## config.mk

```make
export PLATFORM = sky130hd
export DESIGN_NAME = worst_fit_segment_allocator
export DESIGN_NICKNAME = d
export VERILOG_FILES = /design/src/wfsa_pkg.sv /design/src/wfsa_hole_unit.sv /design/src/worst_fit_segment_allocator.sv
export VERILOG_INCLUDE_DIRS = /design/src /design/src/src
export SDC_FILE = /design/constraint.sdc
export NUM_CORES = 2
export LEC_CHECK = 0
export ABC_AREA = 1
export ABC_CLOCK_PERIOD_IN_PS = 5800
export BUFFER_PORTS_ARGS = -buffer_cell sky130_fd_sc_hd__buf_2
export CAP_MARGIN = 10
export CORE_AREA = 2 2 447 449
export DETAILED_ROUTE_END_ITERATION = 10
export DIE_AREA = 0 0 449 451
export PLACE_DENSITY = 0.53
export SYNTH_ARGS = -nofsm -noshare
export SYNTH_HDL_FRONTEND = slang
export SYNTH_HIERARCHICAL = 1
export SYNTH_SLANG_ARGS = --single-unit
```

## constraint.sdc

```tcl
create_clock -name clk -period 5.8 [get_ports clk]
set_clock_uncertainty 0.15 [all_clocks]
set_input_delay 1.16 -clock clk [delete_from_list [all_inputs] [get_ports clk]]
set_output_delay 1.16 -clock clk [all_outputs]
set_load 0.02 [all_outputs]
```

## src/worst_fit_segment_allocator_macros.svh

```systemverilog
// assertion macros for the worst-fit segment allocator
`ifndef WORST_FIT_SEGMENT_ALLOCATOR_MACROS_SVH
`define WORST_FIT_SEGMENT_ALLOCATOR_MACROS_SVH
`ifndef SYNTH
`define WFSA_ASSERT_IMP(label, clk, rst_n, a, b) \
  label: assert property (@(posedge clk) disable iff (!rst_n) (a) |-> (b)) \
    else $error("assertion failed");
`define WFSA_ASSERT_NEXT(label, clk, rst_n, a, b) \
  label: assert property (@(posedge clk) disable iff (!rst_n) (a) |=> (b)) \
    else $error("assertion failed");
`else
`define WFSA_ASSERT_IMP(label, clk, rst_n, a, b)
`define WFSA_ASSERT_NEXT(label, clk, rst_n, a, b)
`endif
`endif

```

## src/wfsa_pkg.sv

```systemverilog
// shared constants and codes for the worst-fit segment allocator
`timescale 1ns / 1ps
`default_nettype none
package wfsa_pkg;
  localparam int MAX_SEGS_DEF  = 16;
  localparam int ADDR_BITS_DEF = 20;
  localparam int ID_BITS_DEF   = 16;
  localparam int LIFE_BITS     = 16;
  localparam int CAP_RESET     = 1048575;

  typedef logic [2:0] status_t;
  localparam status_t ST_OK      = 3'd0;
  localparam status_t ST_NO_ROOM = 3'd1;
  localparam status_t ST_DUP_ID  = 3'd2;
  localparam status_t ST_UNKNOWN = 3'd3;
  localparam status_t ST_FULL    = 3'd4;

  typedef logic [1:0] mode_t;
  localparam mode_t MODE_ALLOC   = 2'd0;
  localparam mode_t MODE_FREE    = 2'd1;
  localparam mode_t MODE_COMPACT = 2'd2;
  localparam mode_t MODE_TICK    = 2'd3;
endpackage
`default_nettype wire

```

## src/wfsa_hole_unit.sv

```systemverilog
// shared hole step: measures the gap before one boundary and advances the cursor
`timescale 1ns / 1ps
`default_nettype none
module wfsa_hole_unit #(
  parameter int ADDR_BITS = wfsa_pkg::ADDR_BITS_DEF
) (
  input  wire logic [ADDR_BITS:0]   cur,
  input  wire logic [ADDR_BITS-1:0] bnd,
  input  wire logic                 bnd_is_seg,
  input  wire logic [ADDR_BITS-1:0] seg_len,
  input  wire logic [ADDR_BITS-1:0] cap,
  input  wire logic [ADDR_BITS-1:0] big,
  input  wire logic [ADDR_BITS-1:0] big_base,
  input  wire logic [ADDR_BITS-1:0] sum,
  output logic      [ADDR_BITS:0]   cur_nxt,
  output logic      [ADDR_BITS-1:0] big_nxt,
  output logic      [ADDR_BITS-1:0] big_base_nxt,
  output logic      [ADDR_BITS-1:0] sum_nxt
);
  logic                 in_hole;
  logic [ADDR_BITS-1:0] hole_end;
  logic [ADDR_BITS-1:0] hole_size;
  logic [ADDR_BITS:0]   seg_end;

  always_comb begin
    in_hole   = ({1'b0, bnd} > cur) && (cur < {1'b0, cap});
    hole_end  = (bnd < cap) ? bnd : cap;
    hole_size = ADDR_BITS'({1'b0, hole_end} - cur);
    seg_end   = {1'b0, bnd} + {1'b0, seg_len};
    sum_nxt      = sum;
    big_nxt      = big;
    big_base_nxt = big_base;
    if (in_hole) begin
      sum_nxt = sum + hole_size;
      if (hole_size > big) begin
        big_nxt      = hole_size;
        big_base_nxt = cur[ADDR_BITS-1:0];
      end
    end
    cur_nxt = cur;
    if (bnd_is_seg && (seg_end > cur)) begin
      cur_nxt = seg_end;
    end
  end
endmodule
`default_nettype wire

```

## src/worst_fit_segment_allocator.sv

```systemverilog
// worst-fit segment allocator top level: segment table and request sequencer
//
//  channel | ports                                         | direction
//  --------+-----------------------------------------------+----------
//  in      | in_valid in_stall in_mode in_owner_id ...      | request in
//  out     | out_valid out_stall out_status ...             | result out
//  cfg     | cfg_we cfg_wdata                              | capacity write
//
// a request runs the table pass, then one or two ordered walks over the live
// segments, with a decide step for allocate between its two walks, and ends
// in an output step; compact adds one extra walk.
// the ordered walk re-selects the next-lowest base one table entry per cycle.
// rst_n is synchronous; it clears valid bits and sequencer and sets capacity to CAP_RESET.
// in_stall is high from acceptance until the result is taken; out_stall holds it.
`timescale 1ns / 1ps
`default_nettype none
`include "worst_fit_segment_allocator_macros.svh"
module worst_fit_segment_allocator #(
  parameter int MAX_SEGS  = wfsa_pkg::MAX_SEGS_DEF,
  parameter int ADDR_BITS = wfsa_pkg::ADDR_BITS_DEF,
  parameter int ID_BITS   = wfsa_pkg::ID_BITS_DEF
) (
  input  wire logic                                  clk,
  input  wire logic                                  rst_n,
  input  wire logic                                  cfg_we,
  input  wire logic [ADDR_BITS-1:0]                  cfg_wdata,
  input  wire logic                                  in_valid,
  output logic                                       in_stall,
  input  wire logic [1:0]                            in_mode,
  input  wire logic [ID_BITS-1:0]                    in_owner_id,
  input  wire logic [ADDR_BITS-1:0]                  in_seg_length,
  input  wire logic [wfsa_pkg::LIFE_BITS-1:0]        in_lifetime,
  input  wire logic [wfsa_pkg::LIFE_BITS-1:0]        in_elapsed,
  output logic                                       out_valid,
  input  wire logic                                  out_stall,
  output logic [2:0]                                 out_status,
  output logic [ADDR_BITS-1:0]                       out_base_addr,
  output logic [ADDR_BITS-1:0]                       out_largest_hole,
  output logic [ADDR_BITS-1:0]                       out_free_total,
  output logic [$clog2(MAX_SEGS+1)-1:0]              out_live_count,
  output logic [$clog2(MAX_SEGS+1)-1:0]              out_expired_count
);
  localparam int IDX_BITS = $clog2(MAX_SEGS);
  localparam int CNT_BITS = $clog2(MAX_SEGS+1);
  localparam int LB       = wfsa_pkg::LIFE_BITS;
  localparam logic [IDX_BITS-1:0] LAST_IDX = IDX_BITS'(MAX_SEGS - 1);

  localparam logic [2:0] S_IDLE   = 3'd0;
  localparam logic [2:0] S_PASS   = 3'd1;
  localparam logic [2:0] S_SEL    = 3'd2;
  localparam logic [2:0] S_HOLE   = 3'd3;
  localparam logic [2:0] S_DECIDE = 3'd4;
  localparam logic [2:0] S_OUT    = 3'd5;

  localparam logic [1:0] PH_COMPACT = 2'd0;
  localparam logic [1:0] PH_PRE     = 2'd1;
  localparam logic [1:0] PH_POST    = 2'd2;

  // segment table
  logic                 valid_r [MAX_SEGS];
  logic [ID_BITS-1:0]   owner_r [MAX_SEGS];
  logic [ADDR_BITS-1:0] base_r  [MAX_SEGS];
  logic [ADDR_BITS-1:0] len_r   [MAX_SEGS];
  logic [LB-1:0]        rem_r   [MAX_SEGS];

  logic [ADDR_BITS-1:0] cap_r;
  logic [2:0]           state_r;
  logic [1:0]           phase_r;
  logic [IDX_BITS-1:0]  idx_r;

  // latched request
  wfsa_pkg::mode_t      mode_r;
  logic [ID_BITS-1:0]   id_r;
  logic [ADDR_BITS-1:0] req_len_r;
  logic [LB-1:0]        life_r;
  logic [LB-1:0]        el_r;

  logic                 dup_r;
  logic                 hit_r;
  logic                 slot_ok_r;
  logic [IDX_BITS-1:0]  slot_r;
  logic [CNT_BITS-1:0]  live_r;
  logic [CNT_BITS-1:0]  exp_r;
  wfsa_pkg::status_t    status_r;
  logic [ADDR_BITS-1:0] res_base_r;

  // ordered walk
  logic                 have_last_r;
  logic [ADDR_BITS-1:0] last_r;
  logic                 found_r;
  logic [IDX_BITS-1:0]  best_idx_r;
  logic [ADDR_BITS-1:0] best_base_r;
  logic [ADDR_BITS-1:0] pack_r;
  logic [ADDR_BITS:0]   cur_r;
  logic [ADDR_BITS-1:0] big_r;
  logic [ADDR_BITS-1:0] big_base_r;
  logic [ADDR_BITS-1:0] sum_r;

  logic [ADDR_BITS:0]   cur_nxt;
  logic [ADDR_BITS-1:0] big_nxt;
  logic [ADDR_BITS-1:0] big_base_nxt;
  logic [ADDR_BITS-1:0] sum_nxt;
  logic [ADDR_BITS-1:0] bnd;
  logic                 in_acc;
  logic                 out_acc;
  logic                 cand;

  assign in_stall  = (state_r != S_IDLE);
  assign out_valid = (state_r == S_OUT);
  assign in_acc    = in_valid && !in_stall;
  assign out_acc   = out_valid && !out_stall;
  assign bnd       = found_r ? best_base_r : cap_r;
  assign cand      = valid_r[idx_r] && (!have_last_r || (base_r[idx_r] > last_r)) &&
                     (!found_r || (base_r[idx_r] < best_base_r));

  wfsa_hole_unit #(.ADDR_BITS(ADDR_BITS)) u_hole (
    .cur          (cur_r),
    .bnd          (bnd),
    .bnd_is_seg   (found_r),
    .seg_len      (len_r[best_idx_r]),
    .cap          (cap_r),
    .big          (big_r),
    .big_base     (big_base_r),
    .sum          (sum_r),
    .cur_nxt      (cur_nxt),
    .big_nxt      (big_nxt),
    .big_base_nxt (big_base_nxt),
    .sum_nxt      (sum_nxt)
  );

  // payload registers, no reset
  always_ff @(posedge clk) begin
    if (in_acc) begin
      mode_r    <= in_mode;
      id_r      <= in_owner_id;
      req_len_r <= in_seg_length;
      life_r    <= in_lifetime;
      el_r      <= in_elapsed;
    end
    if (state_r == S_PASS && valid_r[idx_r] && mode_r == wfsa_pkg::MODE_TICK &&
        rem_r[idx_r] > el_r) begin
      rem_r[idx_r] <= rem_r[idx_r] - el_r;
    end
    if (state_r == S_HOLE && phase_r == PH_COMPACT && found_r) begin
      base_r[best_idx_r] <= pack_r;
    end
    if (state_r == S_DECIDE && !dup_r && live_r < CNT_BITS'(MAX_SEGS) &&
        req_len_r != '0 && req_len_r <= big_r) begin
      owner_r[slot_r] <= id_r;
      base_r[slot_r]  <= big_base_r;
      len_r[slot_r]   <= req_len_r;
      rem_r[slot_r]   <= life_r;
    end
  end

  always_ff @(posedge clk) begin
    if (!rst_n) begin
      state_r <= S_IDLE;
      cap_r   <= ADDR_BITS'(wfsa_pkg::CAP_RESET);
      for (int k = 0; k < MAX_SEGS; k++) begin
        valid_r[k] <= 1'b0;
      end
    end else begin
      if (cfg_we) begin
        cap_r <= cfg_wdata;
      end
      unique case (state_r)
        S_IDLE: begin
          if (in_acc) begin
            state_r    <= S_PASS;
            idx_r      <= '0;
            dup_r      <= 1'b0;
            hit_r      <= 1'b0;
            slot_ok_r  <= 1'b0;
            live_r     <= '0;
            exp_r      <= '0;
            res_base_r <= '0;
          end
        end
        S_PASS: begin
          if (valid_r[idx_r]) begin
            unique case (mode_r)
              wfsa_pkg::MODE_ALLOC: begin
                live_r <= live_r + 1'b1;
                if (owner_r[idx_r] == id_r) dup_r <= 1'b1;
              end
              wfsa_pkg::MODE_FREE: begin
                if (!hit_r && owner_r[idx_r] == id_r) begin
                  valid_r[idx_r] <= 1'b0;
                  hit_r          <= 1'b1;
                end else begin
                  live_r <= live_r + 1'b1;
                end
              end
              wfsa_pkg::MODE_COMPACT: live_r <= live_r + 1'b1;
              wfsa_pkg::MODE_TICK: begin
                if (rem_r[idx_r] <= el_r) begin
                  valid_r[idx_r] <= 1'b0;
                  exp_r          <= exp_r + 1'b1;
                end else begin
                  live_r <= live_r + 1'b1;
                end
              end
              default: ;
            endcase
          end else if (!slot_ok_r) begin
            slot_ok_r <= 1'b1;
            slot_r    <= idx_r;
          end
          if (idx_r == LAST_IDX) begin
            state_r     <= S_SEL;
            idx_r       <= '0;
            have_last_r <= 1'b0;
            found_r     <= 1'b0;
            pack_r      <= '0;
            cur_r       <= '0;
            big_r       <= '0;
            big_base_r  <= '0;
            sum_r       <= '0;
            if (mode_r == wfsa_pkg::MODE_COMPACT) phase_r <= PH_COMPACT;
            else if (mode_r == wfsa_pkg::MODE_ALLOC) phase_r <= PH_PRE;
            else phase_r <= PH_POST;
            if (mode_r == wfsa_pkg::MODE_FREE && !hit_r &&
                !(valid_r[idx_r] && owner_r[idx_r] == id_r)) begin
              status_r <= wfsa_pkg::ST_UNKNOWN;
            end else begin
              status_r <= wfsa_pkg::ST_OK;
            end
          end else begin
            idx_r <= idx_r + 1'b1;
          end
        end
        S_SEL: begin
          // keep the lowest base above the last boundary
          if (cand) begin
            found_r     <= 1'b1;
            best_idx_r  <= idx_r;
            best_base_r <= base_r[idx_r];
          end
          if (idx_r == LAST_IDX) state_r <= S_HOLE;
          idx_r <= idx_r + 1'b1;
        end
        S_HOLE: begin
          idx_r <= '0;
          if (phase_r == PH_COMPACT) begin
            if (found_r) begin
              pack_r      <= pack_r + len_r[best_idx_r];
              last_r      <= best_base_r;
              have_last_r <= 1'b1;
              found_r     <= 1'b0;
              state_r     <= S_SEL;
            end else begin
              phase_r     <= PH_POST;
              have_last_r <= 1'b0;
              state_r     <= S_SEL;
            end
          end else begin
            cur_r      <= cur_nxt;
            big_r      <= big_nxt;
            big_base_r <= big_base_nxt;
            sum_r      <= sum_nxt;
            if (found_r) begin
              last_r      <= best_base_r;
              have_last_r <= 1'b1;
              found_r     <= 1'b0;
              state_r     <= S_SEL;
            end else if (phase_r == PH_PRE) begin
              state_r <= S_DECIDE;
            end else begin
              out_largest_hole <= big_nxt;
              out_free_total   <= sum_nxt;
              state_r          <= S_OUT;
            end
          end
        end
        S_DECIDE: begin
          if (dup_r) begin
            status_r <= wfsa_pkg::ST_DUP_ID;
          end else if (live_r >= CNT_BITS'(MAX_SEGS)) begin
            status_r <= wfsa_pkg::ST_FULL;
          end else if (req_len_r == '0 || req_len_r > big_r) begin
            status_r <= wfsa_pkg::ST_NO_ROOM;
          end else begin
            valid_r[slot_r] <= 1'b1;
            res_base_r      <= big_base_r;
            live_r          <= live_r + 1'b1;
          end
          phase_r     <= PH_POST;
          have_last_r <= 1'b0;
          found_r     <= 1'b0;
          cur_r       <= '0;
          big_r       <= '0;
          big_base_r  <= '0;
          sum_r       <= '0;
          idx_r       <= '0;
          state_r     <= S_SEL;
        end
        S_OUT: begin
          if (out_acc) state_r <= S_IDLE;
        end
        default: state_r <= S_IDLE;
      endcase
    end
  end

  assign out_status        = status_r;
  assign out_base_addr     = res_base_r;
  assign out_live_count    = live_r;
  assign out_expired_count = exp_r;

  `WFSA_ASSERT_IMP(a_idle_no_result, clk, rst_n, state_r == S_IDLE, !out_valid)
  `WFSA_ASSERT_NEXT(a_accept_starts_pass, clk, rst_n, in_acc, state_r == S_PASS)
  `WFSA_ASSERT_IMP(a_live_bound, clk, rst_n, out_valid, live_r <= CNT_BITS'(MAX_SEGS))
  `WFSA_ASSERT_IMP(a_expired_ok, clk, rst_n, out_valid && exp_r != '0,
                   status_r == wfsa_pkg::ST_OK)
endmodule
`default_nettype wire

```

==> metrics <==
run status=completed; DRC=0; CTS tree=built; cell count after synthesis=~6000; Via density=a little over 5; fraction of registers with async set/reset=0; CTS root buf=clkbuf_16; cts hold-fix bufs=0; Crit Path Max Fanout=9; global route overflow=0; fillers=18700; routed vias=around 48000; largest cells by area after synthesis=edfxtp_1 (63%), nand2_1 (5.3%), o21ai_0 (4.7%); Synth Area per Inst=roughly 11 um^2; WP data arrival=6.11 ns; Most common cell on crit path=nand2_1; clock-pin slew on the worst setup and hold paths=roughly 0.06 ns; Final setup viols=0; Most used DFF post-synth=edfxtp_1; Pleak=~32 nW; cell area after placement=75600 um^2; nets@finish=7032; area grow syn2layout=19.9%; placed wire-length estimate=130000 um; TritonRoute pass-1 iters=6; fraction of post-synthesis cell area in the top cell type by area=0.634; Ys Warns=6; fraction of layout cells with a size suffix above 1=0.165; wire length per cell=21.6 um; Max stage delay on crit path=0.40 ns; Initial Utilization=0.348; Die Wd=449 um; critical setup path kind=flip-flop to flip-flop; RSZ-0062 raised after global routing=yes; Site Rows=164; die area=roughly 200000 um^2; syn nets=6539; post-route setup TNS=0 ns; Final Power=44.2 mW; Seq/Total Area, Yosys=0.648; Power Density=535 nW/um^2; max_slew headroom=0.176; Post-synth EDFFs=1455; synthesized cell area=68900 um^2; ANT nets after route=0; HP Class=flip-flop to flip-flop; Die Ht=roughly 450 um; Hold Fails Final Rpt=0; Req. time, crit path=6.13 ns; fin crit period=between 5 and 6 ns; first-pass GRT wire length=300000 um; Critical Path Source Type=flip-flop; Worst VDD drop=0.417 mV; initial antenna violation count=10; period utilization=0.995; DR iter-0 viols=4095; worst-skew pair later-pin latency=0.83 ns; Final Max Tran Viols=0; Worst Max-Slew Pin Slew=1.23 ns; H-tree depth=4; design area=approximately 83000 um^2; largest net degree at the start of global routing=146; synthesis-stage register bit count=approximately 1500; Yosys top cell by area=edfxtp_1; dominant cell by count in the synthesized netlist=edfxtp_1; Port Buffer Count=approximately 170; max cap viols=0; Placer Congestion=0.897; top post-synthesis cells by count=edfxtp_1 (1455), nand2_1 (974), nor2_1 (672); Max Fclk=173 MHz; clk sinks=between 1500 and 2000; slowest cell on the critical path=edfxtp_1; crit path capture type=flip-flop; final WL=205000 um; number of global-route vias before repair=46200; synth unique cells=54; clk buf depth=3; Core Region=slightly below 200000 um^2; Ports=170; GR Util All Layers=0.196; Hold WS=0.279 ns; CTS Buf Count=166
[routing by layer]
layer  vias up  track usage  wire length [um]
li1      23000            -                 -
met1     23700        0.268             90800
met2      1377        0.318             96100
met3       339       0.0250             10700
met4         2       0.0740              7350
met5         -            0                13
[final timing paths]
| kind | from | to | slack (ns) | cells past startpoint |
|---|---|---|---|---|
| max reg2reg | found_r$_DFFE_PP_ | big_r[4]$_SDFFCE_PP0P_ | 0.03 | 36 |
| min reg2reg | best_base_r[14]$_DFFE_PP_ | last_r[14]$_DFFE_PP_ | 0.28 | 0 |
| max | found_r$_DFFE_PP_ | big_r[4]$_SDFFCE_PP0P_ | 0.03 | 36 |
| min | best_base_r[14]$_DFFE_PP_ | last_r[14]$_DFFE_PP_ | 0.28 | 0 |
[worst max-delay path: cells and delay by family, from the launching register on]
kind / cells / cell delay, ns
buffers and inverters: 8 / 1.20
and+or+nand+nor: 21 / 2.28
adders and majority gates: 3 / 0.87
AOI/OAI and AO/OA: 4 / 0.56
DFF: 1 / 0.40
[placed cells by master (no fill, tap or decap), types with 61 or more instances in the layout]
cell       count
edfxtp_1    1455
nand2_1      928
nor2_1       610
inv_1        578
o21ai_0      576
buf_4        378
nand3_1      299
a21oi_1      261
ha_1         242
clkbuf_16    175
buf_2        169
o211ai_1     136
o221ai_1     116
mux2i_1       80
o21ai_1       69
nand4_1       61
[flip-flops by register name (all words and copies together), names as in the netlist, 21 cells and up, named ones only]
| register | cells |
|---|---|
| base_r | 320 |
| cur_r | 21 |
| len_r | 320 |
| owner_r | 256 |
| rem_r | 256 |
[power by group]
part / switching, mW / total, mW / internal, mW
Clock: 4.51 / 10.6 / 6.06
Sequential: 0.626 / 14.9 / 14.2
Combinational: 11.9 / 18.8 / 6.87
Total: 17.1 / 44.2 / 27.2
[area by class of cell]
| cell class | instances | area, um^2 | area share |
|---|---|---|---|
| timing repair inverter | 1 | 6.26 | 0.0000757 |
| clock buffer | 201 | 4350 | 0.0526 |
| clock inverter | 104 | 1120 | 0.0135 |
| multi-input combinational | 3792 | 21900 | 0.265 |
| antenna | 5 | 12.5 | 0.000151 |
| tap | 2656 | 3320 | 0.0402 |
| inverter | 600 | 2300 | 0.0278 |
| timing repair buffer | 614 | 4970 | 0.0602 |
| sequential | 1502 | 44700 | 0.540 |
[cell families after synthesis]
group | Yosys count | share of synthesized area
xor gates and xnor gates | 70 | 0.00890
muxes | 80 | 0.0116
and+or+nand+nor | 2078 | 0.124
DFF | 1502 | 0.648
buffers and inverters | 890 | 0.0515
adders and majority gates | 260 | 0.0477
AOI/OAI and AO/OA | 1304 | 0.109
[metrics by stage]
stage               cells  utilization  setup slack (ns)
finish               9475        0.417            0.0269
global route         9473        0.417            -0.242
CTS                  9426        0.410           0.00367
detailed placement   9117        0.381            -0.398
global placement     9117        0.381            -0.223
floorplan            6184            -            0.0170
[what timing repair did]
action                                  4_1_cts  5_1_grt
gates resized for setup                      24      257
cloned                                        2       11
endpoints found under the setup margin       77      106
pin swaps                                     8       54
buffers inserted                              2       33
endpoints found under the hold margin         0        0
Note: power is estimated with default switching activity, not from simulation.
